<file path="src/rtl/lcsa_pkg.sv">
// ----------------------------------------------------------------------------
// lcsa_pkg: shared types and constants of the linked cell store allocator
// Port widths, operation and status codes, and the formats of the words queued
// between the front and back sections and of the result word.
// ----------------------------------------------------------------------------
package lcsa_pkg;

  localparam int CELLS_DEF     = 64;
  localparam int TAG_BITS_DEF  = 16;
  localparam int DATA_BITS_DEF = 32;

  localparam int OP_W    = 2;
  localparam int ADDR_W  = 6;
  localparam int TAG_W   = 16;
  localparam int VALUE_W = 32;
  localparam int COUNT_W = 7;

  typedef enum logic [OP_W-1:0] {
    OP_ALLOC = 2'd0,
    OP_FREE  = 2'd1,
    OP_WRITE = 2'd2,
    OP_READ  = 2'd3
  } op_t;

  localparam logic [1:0] ST_OK        = 2'd0;
  localparam logic [1:0] ST_REFUSED   = 2'd1;
  localparam logic [1:0] ST_NOT_FOUND = 2'd2;

  // Classified input word as queued between front and back.
  typedef struct packed {
    op_t                        op;
    logic [ADDR_W-1:0]          chain_addr;
    logic                       addr_in;
    logic [TAG_W-1:0]           tag;
    logic signed [VALUE_W-1:0]  value;
    logic [COUNT_W-1:0]         run_count;
    logic                       run_first;
  } item_t;

  // Result word.
  typedef struct packed {
    logic [ADDR_W-1:0]          head_addr;
    logic signed [VALUE_W-1:0]  read_value;
    logic [1:0]                 status;
    logic                       run_done;
    logic [COUNT_W-1:0]         free_count;
  } res_t;

endpackage

</file>
<file path="src/rtl/lcsa_ram.sv">
// ----------------------------------------------------------------------------
// lcsa_ram: generic simple dual-port RAM
// One write port and one read port, read data registered.
// ----------------------------------------------------------------------------
module lcsa_ram #(
  parameter int WIDTH = 8,
  parameter int DEPTH = 64
) (
  input  logic                     clk,
  input  logic                     we,
  input  logic [$clog2(DEPTH)-1:0] waddr,
  input  logic [WIDTH-1:0]         wdata,
  input  logic [$clog2(DEPTH)-1:0] raddr,
  output logic [WIDTH-1:0]         rdata
);

  logic [WIDTH-1:0] mem [DEPTH];

  always_ff @(posedge clk) begin
    if (we) begin
      mem[waddr] <= wdata;
    end
    rdata <= mem[raddr];
  end

endmodule

</file>
<file path="src/rtl/lcsa_front.sv">
// ----------------------------------------------------------------------------
// lcsa_front: input acceptance and classification
// Takes input words, flags out-of-pool addresses and holds them in a
// two-entry queue for the back section.
// ----------------------------------------------------------------------------
module lcsa_front #(
  parameter int CELLS = lcsa_pkg::CELLS_DEF
) (
  input  logic                              clk,
  input  logic                              rst_n,
  input  logic                              hold,
  input  logic                              push,
  output logic                              full,
  input  logic [lcsa_pkg::OP_W-1:0]         in_op,
  input  logic [lcsa_pkg::ADDR_W-1:0]       in_chain_addr,
  input  logic [lcsa_pkg::TAG_W-1:0]        in_tag,
  input  logic signed [lcsa_pkg::VALUE_W-1:0] in_value,
  input  logic [lcsa_pkg::COUNT_W-1:0]      in_run_count,
  input  logic                              in_run_first,
  output logic                              item_valid,
  output lcsa_pkg::item_t                   item,
  input  logic                              item_take
);

  lcsa_pkg::item_t q_r [2];
  logic            wptr_r, rptr_r;
  logic [1:0]      cnt_r;
  logic            acc;
  lcsa_pkg::item_t cls;

  assign full       = (cnt_r == 2'd2) || hold;
  assign acc        = push && !full;
  assign item_valid = (cnt_r != 2'd0);
  assign item       = q_r[rptr_r];

  always_comb begin
    cls.op         = lcsa_pkg::op_t'(in_op);
    cls.chain_addr = in_chain_addr;
    cls.addr_in    = (32'(in_chain_addr) < CELLS);
    cls.tag        = in_tag;
    cls.value      = in_value;
    cls.run_count  = in_run_count;
    cls.run_first  = in_run_first;
  end

  always_ff @(posedge clk) begin
    if (acc) begin
      q_r[wptr_r] <= cls;
    end
    if (!rst_n) begin
      wptr_r <= 1'b0;
      rptr_r <= 1'b0;
      cnt_r  <= 2'd0;
    end else begin
      if (acc) begin
        wptr_r <= ~wptr_r;
      end
      if (item_take && item_valid) begin
        rptr_r <= ~rptr_r;
      end
      cnt_r <= cnt_r + 2'(acc) - 2'(item_take && item_valid);
    end
  end

endmodule

</file>
<file path="src/rtl/lcsa_back.sv">
// ----------------------------------------------------------------------------
// lcsa_back: cell store sequencer
// Carries out allocate, free, write and read words against the cell RAMs
// and holds the result register.
// ----------------------------------------------------------------------------
module lcsa_back #(
  parameter int CELLS     = lcsa_pkg::CELLS_DEF,
  parameter int TAG_BITS  = lcsa_pkg::TAG_BITS_DEF,
  parameter int DATA_BITS = lcsa_pkg::DATA_BITS_DEF
) (
  input  logic            clk,
  input  logic            rst_n,
  output logic            clearing,
  input  logic            item_valid,
  input  lcsa_pkg::item_t item,
  output logic            item_take,
  output logic            out_valid,
  output lcsa_pkg::res_t  out_res,
  input  logic            out_pop
);

  localparam int AW  = $clog2(CELLS);
  localparam int LW  = AW + 1;
  localparam int CW  = $clog2(CELLS + 1);
  localparam int RLW = (CW > 7) ? CW : 7;

  typedef enum logic [3:0] {
    S_CLEAR, S_IDLE, S_DECODE, S_A_RD, S_A_WR, S_F_RD, S_F_CHK,
    S_C_RD, S_C_WR, S_W_RD, S_W_CHK, S_OUT
  } state_t;

  state_t          state_r, state_nxt;
  logic [AW-1:0]   clr_r, clr_nxt;
  lcsa_pkg::item_t cur_r, cur_nxt;
  logic [LW-1:0]   free_head_r, free_head_nxt;
  logic [CW-1:0]   free_cells_r, free_cells_nxt;
  logic [AW-1:0]   run_head_r, run_head_nxt;
  logic [RLW-1:0]  run_left_r, run_left_nxt;
  logic            run_refused_r, run_refused_nxt;
  logic [LW-1:0]   x_r, x_nxt;
  logic [LW-1:0]   tail_r, tail_nxt;
  logic [CW:0]     n_r, n_nxt;
  logic [CW-1:0]   steps_r, steps_nxt;
  lcsa_pkg::res_t  pend_r, pend_nxt;
  lcsa_pkg::res_t  out_r, out_nxt;
  logic            out_valid_r, out_valid_nxt;

  logic                 link_we, tag_we, data_we;
  logic [AW-1:0]        link_waddr, rd_addr;
  logic [LW:0]          link_wdata, link_rd;
  logic [TAG_BITS-1:0]  tag_rd;
  logic [DATA_BITS-1:0] data_wdata, data_rd;
  logic [AW-1:0]        data_waddr;
  logic                 rd_free;
  logic [LW-1:0]        rd_link;
  logic                 rd_end;
  logic [TAG_BITS-1:0]  cur_tag;
  logic [CW-1:0]        alloc_cnt;
  logic [CW:0]          free_sum;
  logic [RLW-1:0]       rl_dec;

  assign rd_free   = link_rd[LW];
  assign rd_link   = link_rd[LW-1:0];
  assign rd_end    = (rd_link >= LW'(CELLS));
  assign cur_tag   = TAG_BITS'(cur_r.tag);
  assign alloc_cnt = CW'(CELLS) - free_cells_r;
  assign free_sum  = (CW+1)'(free_cells_r) + n_r;
  assign rl_dec    = run_left_r - RLW'(1);

  assign clearing  = (state_r == S_CLEAR);
  assign out_valid = out_valid_r;
  assign out_res   = out_r;

  lcsa_ram #(.WIDTH(LW + 1), .DEPTH(CELLS)) u_link_ram (
    .clk(clk), .we(link_we), .waddr(link_waddr), .wdata(link_wdata),
    .raddr(rd_addr), .rdata(link_rd)
  );

  lcsa_ram #(.WIDTH(TAG_BITS), .DEPTH(CELLS)) u_tag_ram (
    .clk(clk), .we(tag_we), .waddr(AW'(free_head_r)), .wdata(cur_tag),
    .raddr(rd_addr), .rdata(tag_rd)
  );

  lcsa_ram #(.WIDTH(DATA_BITS), .DEPTH(CELLS)) u_data_ram (
    .clk(clk), .we(data_we), .waddr(data_waddr), .wdata(data_wdata),
    .raddr(rd_addr), .rdata(data_rd)
  );

  always_comb begin
    state_nxt       = state_r;
    clr_nxt         = clr_r;
    cur_nxt         = cur_r;
    free_head_nxt   = free_head_r;
    free_cells_nxt  = free_cells_r;
    run_head_nxt    = run_head_r;
    run_left_nxt    = run_left_r;
    run_refused_nxt = run_refused_r;
    x_nxt           = x_r;
    tail_nxt        = tail_r;
    n_nxt           = n_r;
    steps_nxt       = steps_r;
    pend_nxt        = pend_r;
    out_nxt         = out_r;
    out_valid_nxt   = out_valid_r;
    item_take       = 1'b0;
    link_we         = 1'b0;
    link_waddr      = AW'(x_r);
    link_wdata      = {1'b1, rd_link};
    tag_we          = 1'b0;
    data_we         = 1'b0;
    data_waddr      = AW'(x_r);
    data_wdata      = DATA_BITS'(cur_r.value);
    rd_addr         = AW'(x_r);

    if (out_pop && out_valid_r) begin
      out_valid_nxt = 1'b0;
    end

    case (state_r)
      S_CLEAR: begin
        link_we    = 1'b1;
        link_waddr = clr_r;
        link_wdata = {1'b1, LW'(clr_r) + LW'(1)};
        data_we    = 1'b1;
        data_waddr = clr_r;
        data_wdata = '0;
        if (clr_r == AW'(CELLS - 1)) begin
          state_nxt = S_IDLE;
        end else begin
          clr_nxt = clr_r + AW'(1);
        end
      end
      S_IDLE: begin
        if (item_valid) begin
          item_take = 1'b1;
          cur_nxt   = item;
          state_nxt = S_DECODE;
        end
      end
      S_DECODE: begin
        pend_nxt  = '{default: '0};
        state_nxt = S_OUT;
        case (cur_r.op)
          lcsa_pkg::OP_ALLOC: begin
            pend_nxt.status = lcsa_pkg::ST_REFUSED;
            if (cur_r.run_first) begin
              if (run_left_r != '0 && !run_refused_r) begin
                pend_nxt.run_done = 1'b0;
              end else if (cur_r.run_count == '0 ||
                           RLW'(cur_r.run_count) > RLW'(free_cells_r)) begin
                run_left_nxt      = (cur_r.run_count == '0) ? '0 :
                                    RLW'(cur_r.run_count) - RLW'(1);
                run_refused_nxt   = (run_left_nxt != '0);
                pend_nxt.run_done = (run_left_nxt == '0);
              end else begin
                run_head_nxt    = AW'(free_head_r);
                run_left_nxt    = RLW'(cur_r.run_count);
                run_refused_nxt = 1'b0;
                state_nxt       = S_A_RD;
              end
            end else if (run_left_r == '0) begin
              pend_nxt.run_done = 1'b0;
            end else if (run_refused_r) begin
              run_left_nxt      = rl_dec;
              run_refused_nxt   = (rl_dec != '0);
              pend_nxt.run_done = (rl_dec == '0);
            end else begin
              state_nxt = S_A_RD;
            end
            // An exhausted free list ends the run at once.
            if (state_nxt == S_A_RD &&
                (free_head_r >= LW'(CELLS) || free_cells_r == '0)) begin
              run_left_nxt      = '0;
              pend_nxt.run_done = 1'b1;
              state_nxt         = S_OUT;
            end
          end
          lcsa_pkg::OP_FREE: begin
            if ((run_left_r != '0 && !run_refused_r) || !cur_r.addr_in) begin
              pend_nxt.status = lcsa_pkg::ST_REFUSED;
            end else begin
              x_nxt     = LW'(cur_r.chain_addr);
              n_nxt     = '0;
              state_nxt = S_F_RD;
            end
          end
          default: begin
            if (!cur_r.addr_in) begin
              pend_nxt.status = (cur_r.op == lcsa_pkg::OP_WRITE) ?
                                lcsa_pkg::ST_OK : lcsa_pkg::ST_NOT_FOUND;
            end else begin
              x_nxt     = LW'(cur_r.chain_addr);
              steps_nxt = '0;
              state_nxt = S_W_RD;
            end
          end
        endcase
      end
      S_A_RD: begin
        rd_addr   = AW'(free_head_r);
        state_nxt = S_A_WR;
      end
      S_A_WR: begin
        link_we           = 1'b1;
        link_waddr        = AW'(free_head_r);
        link_wdata        = {1'b0, (rl_dec == '0) ? LW'(CELLS) : rd_link};
        tag_we            = 1'b1;
        free_head_nxt     = rd_link;
        free_cells_nxt    = free_cells_r - CW'(1);
        run_left_nxt      = rl_dec;
        pend_nxt          = '{default: '0};
        pend_nxt.head_addr = lcsa_pkg::ADDR_W'(run_head_r);
        pend_nxt.status   = lcsa_pkg::ST_OK;
        pend_nxt.run_done = (rl_dec == '0);
        state_nxt         = S_OUT;
      end
      S_F_RD: begin
        state_nxt = S_F_CHK;
      end
      S_F_CHK: begin
        // A cell already free, or more cells than are allocated, means the
        // chain overlaps the free list or loops on itself.
        if (rd_free || (n_r + (CW+1)'(1)) > (CW+1)'(alloc_cnt)) begin
          pend_nxt.status = lcsa_pkg::ST_REFUSED;
          state_nxt       = S_OUT;
        end else begin
          n_nxt    = n_r + (CW+1)'(1);
          tail_nxt = x_r;
          if (rd_end) begin
            x_nxt     = LW'(cur_r.chain_addr);
            state_nxt = S_C_RD;
          end else begin
            x_nxt     = rd_link;
            state_nxt = S_F_RD;
          end
        end
      end
      S_C_RD: begin
        state_nxt = S_C_WR;
      end
      S_C_WR: begin
        link_we = 1'b1;
        if (x_r == tail_r) begin
          link_wdata     = {1'b1, free_head_r};
          free_head_nxt  = LW'(cur_r.chain_addr);
          free_cells_nxt = (free_sum > (CW+1)'(CELLS)) ? CW'(CELLS) : CW'(free_sum);
          pend_nxt.status = lcsa_pkg::ST_OK;
          state_nxt      = S_OUT;
        end else begin
          x_nxt     = rd_link;
          state_nxt = S_C_RD;
        end
      end
      S_W_RD: begin
        state_nxt = S_W_CHK;
      end
      S_W_CHK: begin
        if (tag_rd == cur_tag && cur_r.op == lcsa_pkg::OP_READ) begin
          pend_nxt.read_value = 32'(signed'(data_rd));
          pend_nxt.status     = lcsa_pkg::ST_OK;
          state_nxt           = S_OUT;
        end else begin
          data_we   = (tag_rd == cur_tag);
          steps_nxt = steps_r + CW'(1);
          if (steps_nxt == CW'(CELLS) || rd_end) begin
            pend_nxt.status = (cur_r.op == lcsa_pkg::OP_WRITE) ?
                              lcsa_pkg::ST_OK : lcsa_pkg::ST_NOT_FOUND;
            state_nxt       = S_OUT;
          end else begin
            x_nxt     = rd_link;
            state_nxt = S_W_RD;
          end
        end
      end
      S_OUT: begin
        if (!out_valid_r) begin
          out_nxt            = pend_r;
          out_nxt.free_count = lcsa_pkg::COUNT_W'(free_cells_r);
          out_valid_nxt      = 1'b1;
          state_nxt          = S_IDLE;
        end
      end
      default: begin
        state_nxt = S_IDLE;
      end
    endcase
  end

  always_ff @(posedge clk) begin
    cur_r   <= cur_nxt;
    x_r     <= x_nxt;
    tail_r  <= tail_nxt;
    n_r     <= n_nxt;
    steps_r <= steps_nxt;
    pend_r  <= pend_nxt;
    out_r   <= out_nxt;
    if (!rst_n) begin
      state_r       <= S_CLEAR;
      clr_r         <= '0;
      free_head_r   <= '0;
      free_cells_r  <= CW'(CELLS);
      run_head_r    <= '0;
      run_left_r    <= '0;
      run_refused_r <= 1'b0;
      out_valid_r   <= 1'b0;
    end else begin
      state_r       <= state_nxt;
      clr_r         <= clr_nxt;
      free_head_r   <= free_head_nxt;
      free_cells_r  <= free_cells_nxt;
      run_head_r    <= run_head_nxt;
      run_left_r    <= run_left_nxt;
      run_refused_r <= run_refused_nxt;
      out_valid_r   <= out_valid_nxt;
    end
  end

endmodule

</file>
<file path="src/rtl/linked_cell_store_allocator.sv">
// ----------------------------------------------------------------------------
// linked_cell_store_allocator: pool of linked cells with a free list
// Allocates tagged chains, frees them, and writes or reads data by tag.
// ----------------------------------------------------------------------------
//
//   Channel   Handshake           Word
//   --------  ------------------  ------------------------------------------
//   input     push / full         op, chain_addr, tag, value, run_count,
//                                 run_first
//   result    empty / pop         head_addr, read_value, status, run_done,
//                                 free_count
//
// Every word gives exactly one result word. An accepted allocate word goes
// from the queue through decode, RAM read and RAM write to the result
// register; a refused one goes from decode straight to it. Write and read
// walk the chain, a read and a check state per cell, at most CELLS cells. A
// free walks its chain twice (check, then relink); the single read port of
// the cell RAMs gives each cell a read state. A clearing pass after reset
// initializes links and data of every cell; full stays high during it. The
// sequencer waits while a result word is not popped; a two-entry queue sits
// between front and sequencer, so input words are taken until it is full.
module linked_cell_store_allocator #(
  parameter int CELLS     = lcsa_pkg::CELLS_DEF,
  parameter int TAG_BITS  = lcsa_pkg::TAG_BITS_DEF,
  parameter int DATA_BITS = lcsa_pkg::DATA_BITS_DEF
) (
  input  logic                                 clk,
  input  logic                                 rst_n,
  input  logic                                 push,
  output logic                                 full,
  input  logic [lcsa_pkg::OP_W-1:0]            in_op,
  input  logic [lcsa_pkg::ADDR_W-1:0]          in_chain_addr,
  input  logic [lcsa_pkg::TAG_W-1:0]           in_tag,
  input  logic signed [lcsa_pkg::VALUE_W-1:0]  in_value,
  input  logic [lcsa_pkg::COUNT_W-1:0]         in_run_count,
  input  logic                                 in_run_first,
  output logic                                 empty,
  input  logic                                 pop,
  output logic [lcsa_pkg::ADDR_W-1:0]          out_head_addr,
  output logic signed [lcsa_pkg::VALUE_W-1:0]  out_read_value,
  output logic [1:0]                           out_status,
  output logic                                 out_run_done,
  output logic [lcsa_pkg::COUNT_W-1:0]         out_free_count
);

  logic            clearing;
  logic            item_valid, item_take;
  lcsa_pkg::item_t item;
  logic            out_valid;
  lcsa_pkg::res_t  out_res;

  // Front: accepts and classifies input words into the queue.
  lcsa_front #(.CELLS(CELLS)) u_front (
    .clk(clk), .rst_n(rst_n), .hold(clearing), .push(push), .full(full),
    .in_op(in_op), .in_chain_addr(in_chain_addr), .in_tag(in_tag),
    .in_value(in_value), .in_run_count(in_run_count),
    .in_run_first(in_run_first),
    .item_valid(item_valid), .item(item), .item_take(item_take)
  );

  // Back: walks and updates the cell store, owns the result register.
  lcsa_back #(.CELLS(CELLS), .TAG_BITS(TAG_BITS), .DATA_BITS(DATA_BITS)) u_back (
    .clk(clk), .rst_n(rst_n), .clearing(clearing),
    .item_valid(item_valid), .item(item), .item_take(item_take),
    .out_valid(out_valid), .out_res(out_res), .out_pop(pop)
  );

  assign empty          = !out_valid;
  assign out_head_addr  = out_res.head_addr;
  assign out_read_value = out_res.read_value;
  assign out_status     = out_res.status;
  assign out_run_done   = out_res.run_done;
  assign out_free_count = out_res.free_count;

  // The input side is closed while the clearing pass runs.
  a_clear_holds_input: assert property (@(posedge clk) disable iff (!rst_n)
    clearing |-> full)
    else $error("input open during clearing pass");

  // No result is presented before the store is initialized.
  a_clear_no_result: assert property (@(posedge clk) disable iff (!rst_n)
    clearing |-> empty)
    else $error("result during clearing pass");

  // A presented result carries a defined status and a sane free count.
  a_result_sane: assert property (@(posedge clk) disable iff (!rst_n)
    !empty |-> (out_status != 2'd3) && (32'(out_free_count) <= CELLS))
    else $error("result word out of range");

  // A word can only be taken by the sequencer if one is queued.
  a_take_valid: assert property (@(posedge clk) disable iff (!rst_n)
    item_take |-> item_valid)
    else $error("queue read while empty");

endmodule

</file>
<file path="config.mk">
export PLATFORM = sky130hd
export DESIGN_NAME = linked_cell_store_allocator
export DESIGN_NICKNAME = d
export VERILOG_FILES = /design/src/rtl/lcsa_pkg.sv /design/src/rtl/lcsa_ram.sv /design/src/rtl/lcsa_front.sv /design/src/rtl/lcsa_back.sv /design/src/rtl/linked_cell_store_allocator.sv
export SDC_FILE = /design/constraint.sdc
export NUM_CORES = 2
export LEC_CHECK = 0
export BUFFER_PORTS_ARGS = -buffer_cell sky130_fd_sc_hd__buf_4
export CAP_MARGIN = 25
export CORE_ASPECT_RATIO = 1.2
export CORE_UTILIZATION = 50
export CTS_BUF_LIST = sky130_fd_sc_hd__clkbuf_4 sky130_fd_sc_hd__clkbuf_8
export DETAILED_ROUTE_END_ITERATION = 6
export HOLD_SLACK_MARGIN = 0.03
export PLACE_DENSITY = 0.65
export SLEW_MARGIN = 40
export SYNTH_ARGS = -nofsm -noshare
export SYNTH_HDL_FRONTEND = slang
export SYNTH_SLANG_ARGS = --single-unit
</file>
<file path="constraint.sdc">
create_clock -name clk -period 5.89 [get_ports clk]
set_clock_uncertainty 0.1 [all_clocks]
set_input_delay 0 -clock clk [delete_from_list [all_inputs] [get_ports clk]]
set_output_delay 0 -clock clk [all_outputs]
set_load 0.03 [all_outputs]
</file>
==> metrics.txt <==
run status=completed; Initial Util=roughly half; die area=around 310,000 um^2; Slew HR=between 20 and 30%; global routing's busiest layer=met2; sequential standard cell area=between 100,000 and 150,000 um^2; CP peak stage delay=~620 ps; Cell Rows=223; Layout Cells excl Fill=around 16,000; cts bufs inserted=just over 600; vias in the first global route=between 90,000 and 100k; Post-synth ARST share=0%; nets=11,160; Critical path buffers and inverters=3; CTS Root Cell=clkbuf_8; Hold Vio Cnt, Final=0; f_max=between 200 and 250 MHz; post-synthesis mux area share=about 3.9%; Synth Instances=10,371; routed wire length=504,000 um; Synth Area in Adders=less than 1%; total number of vias=roughly 100k; Routed Antenna Nets=0; port bufs=117; crit path launch type=flop; CTS Buffer Depth=4; largest family of logic cells by synthesized area=compound AO/OA/AOI/OAI gates; Fill cells=around 24,000; die span in x=just over 500 um; Post-CTS Setup Inserts=0; Synth cell types=83; Final Max Slew Viols=0; Largest delay share family, worst path=simple AND/OR/NAND/NOR gates; Die H=612 um; Sum Neg Setup Slack=0 ps; Hold Startpoint=in_value[11]; number of flops mapped to enable cells by yosys=between 3,000 and 4,000; Lkg Pwr=around 57 nW; Worst EP required=roughly 6800 ps; area post-placement=~160,000 um^2; share of cells above drive strength 1=17.3%; Placed Cells=roughly 14,000; post-DR wirelength/cell=32.2 um; Worst VDD drop=228 uV; xor and xnor area share after synthesis=less than 1%; RSZ-0062 raised after global routing=no; crit path max fanout=24; largest net degree at the start of global routing=130; hold crit path type=in -> reg; Clock Sinks=around 4,000; period utilisation layout=approximately four fifths; clk_lat worst skew=1080 ps; initial DRC count=about 14,000; power per standard cell area=304 nW/um^2; H-tree levels=6; CP dominant cell by count=buf_4; GR Util met2=~49%; Least-Margin Pin Slew=1060 ps; post-synthesis compound-gate area fraction=a little under a tenth; Setup crit start=u_back.state_r[2]; I/O pin count=118; post-synthesis sequential area ratio=approximately 77%; crit-path cells=nand4bb_2 -> mux2i_4 -> buf_12 -> buf_4 -> nand2_1 -> nor2_4 -> buf_4 -> a2111oi_0 -> o21ai_0 -> nand3_1 -> nand4_1; post-synthesis net count=10,471; Synth Area in Simple Gates=7.84%; reg2reg start=u_back.state_r[2]; CP Capture Type=flop; crit path time final=~4700 ps; critical path type=reg -> reg; Final Wtd Congestion=0.903; Ys Warns=0; clk slew on worst S/H paths=60 ps; initial antenna violation count=41; GRT Residual Overflow=0; DRC Markers=0; Crit-path slowest cell=nor2_4; mapped cell area=about 160,000 um^2; Main synth FF type=edfxtp_1; post-route cell area=around 180,000 um^2; met3 Usage GRT=6.90%; Mean Syn Cell Area=around 15 um^2; global-route usage over all layers=a little under a third; CTS tree=yes; Core Area=roughly 300,000 um^2; Pre-antenna DRT Iters=6; area occupied by multi-input gates=around 35,000 um^2; register bit total from synthesis=approximately 4,000; global-route track usage on met1=about two fifths; Vias per Instance=6.40; first-pass GRT wire length=about 700,000 um; crit path DAT=5610 ps; DP HPWL=292,000 um; # setup viols final=0; synth-to-layout area growth=14.5%; MaxCap Viol Count=0
[kinds of logic after synthesis]
group / Yosys count
compound gates: 2206
xor+xnor: 55
mux: 471
simple gates: 2905
flops: 3993
buf+inv: 709
fa+ha+maj: 32
[cell usage in the layout, fill, tap and decap left out, types with 59 or more instances in the layout]
cell type	instances
mux2i_1	276
dlygate4sd3_1	137
nor2_1	172
clkbuf_8	646
buf_12	62
a221o_1	88
nor2_4	76
mux2_2	86
edfxtp_1	3894
nand3_1	299
clkinv_1	133
nand2_1	1918
buf_4	514
mux4_2	96
o221ai_1	59
a21oi_1	1020
nor3_1	108
dfxtp_1	97
o21ai_0	279
diode_2	71
a221oi_1	108
a2111oi_0	147
clkbuf_4	215
a31oi_1	74
[sequential cells by signal, indices dropped and copies added (netlist names), 7 cells and up]
register and count:
u_back.cur_r 48, u_back.cur_tag 16, u_back.free_cells_r 7, u_back.free_head_r 7, u_back.n_r 8, u_back.out_res 48
u_back.pend_r 41, u_back.run_left_r 7, u_back.steps_r 7, u_back.tail_r 7, u_back.u_data_ram.mem 2048, u_back.u_data_ram.rdata 32
u_back.u_link_ram.mem 512, u_back.u_link_ram.rdata 8, u_back.u_tag_ram.mem 1024, u_back.u_tag_ram.rdata 16, u_back.x_r 7, u_front.q_r 128
[layout make-up]
cell class	instances	share of cell area (%)
multi-input combinational	5669	19.5
sequential	3993	66.9
clock inverter	220	0.763
tap	4050	2.85
timing repair buffer	739	3.86
antenna	71	0.100
inverter	45	0.0979
clock buffer	861	5.91
[routing by layer]
metal  up-vias  routed length, um
met2      7346             230000
met5         -                141
met3      1494              59900
met4        20              37600
li1      41361                  -
met1     49899             175000
[final timing paths]
path,endpoint,slack [ps],cells after the start
max reg2reg,u_back.u_data_ram.rdata[28],1190,11
max,u_back.u_data_ram.rdata[28],1190,11
min reg2reg,u_back.out_res[46],320,0
min,u_front.q_r[0][19],110,3
[synthesized netlist by cell type (20+ instances only)]
cell type	instances	share of area [%]
o211ai_1	35	0.17
buf_1	97	0.23
ha_1	31	0.25
a211oi_1	55	0.27
mux4_2	96	1.4
nor2_1	301	0.73
a221o_1	90	0.58
buf_2	253	0.82
a311oi_1	42	0.24
inv_1	44	0.11
buf_4	31	0.15
a221oi_1	108	0.61
a31oi_1	74	0.30
o22ai_1	50	0.20
o221ai_1	59	0.33
and3_1	53	0.21
edfxtp_1	3894	75
nand2_1	1928	4.7
a22o_1	48	0.27
a32oi_1	20	0.11
clkbuf_1	279	0.67
nand3_1	299	0.96
nor3_1	122	0.39
dfxtp_1	99	1.3
nor4_1	20	0.081
mux2i_1	281	1.8
o21ai_0	292	0.94
mux2_2	91	0.66
or3_1	35	0.14
a21oi_1	1020	3.3
xnor2_1	41	0.23
nor2b_1	51	0.21
a2111oi_0	159	0.90
a22oi_1	36	0.17
[report_power, final]
| part | internal [mW] | switching, mW |
|---|---|---|
| clock network | 12.0 | 10.8 |
| logic | 0.133 | 0.257 |
| registers | 30.9 | 0.0307 |
[tightest hold or removal path, delay by kind of cell]
kind	cells	cell delay, ps
buffers and inverters	3	1150
[per-stage QoR]
stage	power (mW)	hold WS (ps)	utilization [%]	setup WS, ps
after CTS	54.1	45.0	57.6	1290
after detailed placement	31.8	87.5	53.3	1330
final	54.0	113	57.7	1190
after global placement	31.8	85.3	53.1	718
after floorplan	31.6	-1.13	-	559
after global routing	55.2	95.3	57.7	1110
[timing repair]
item	4_1_cts	5_1_grt
gates resized for setup	0	0
hold buffers	138	0
endpoints found under the hold margin	299	0
(Power assumes the default switching activity.)
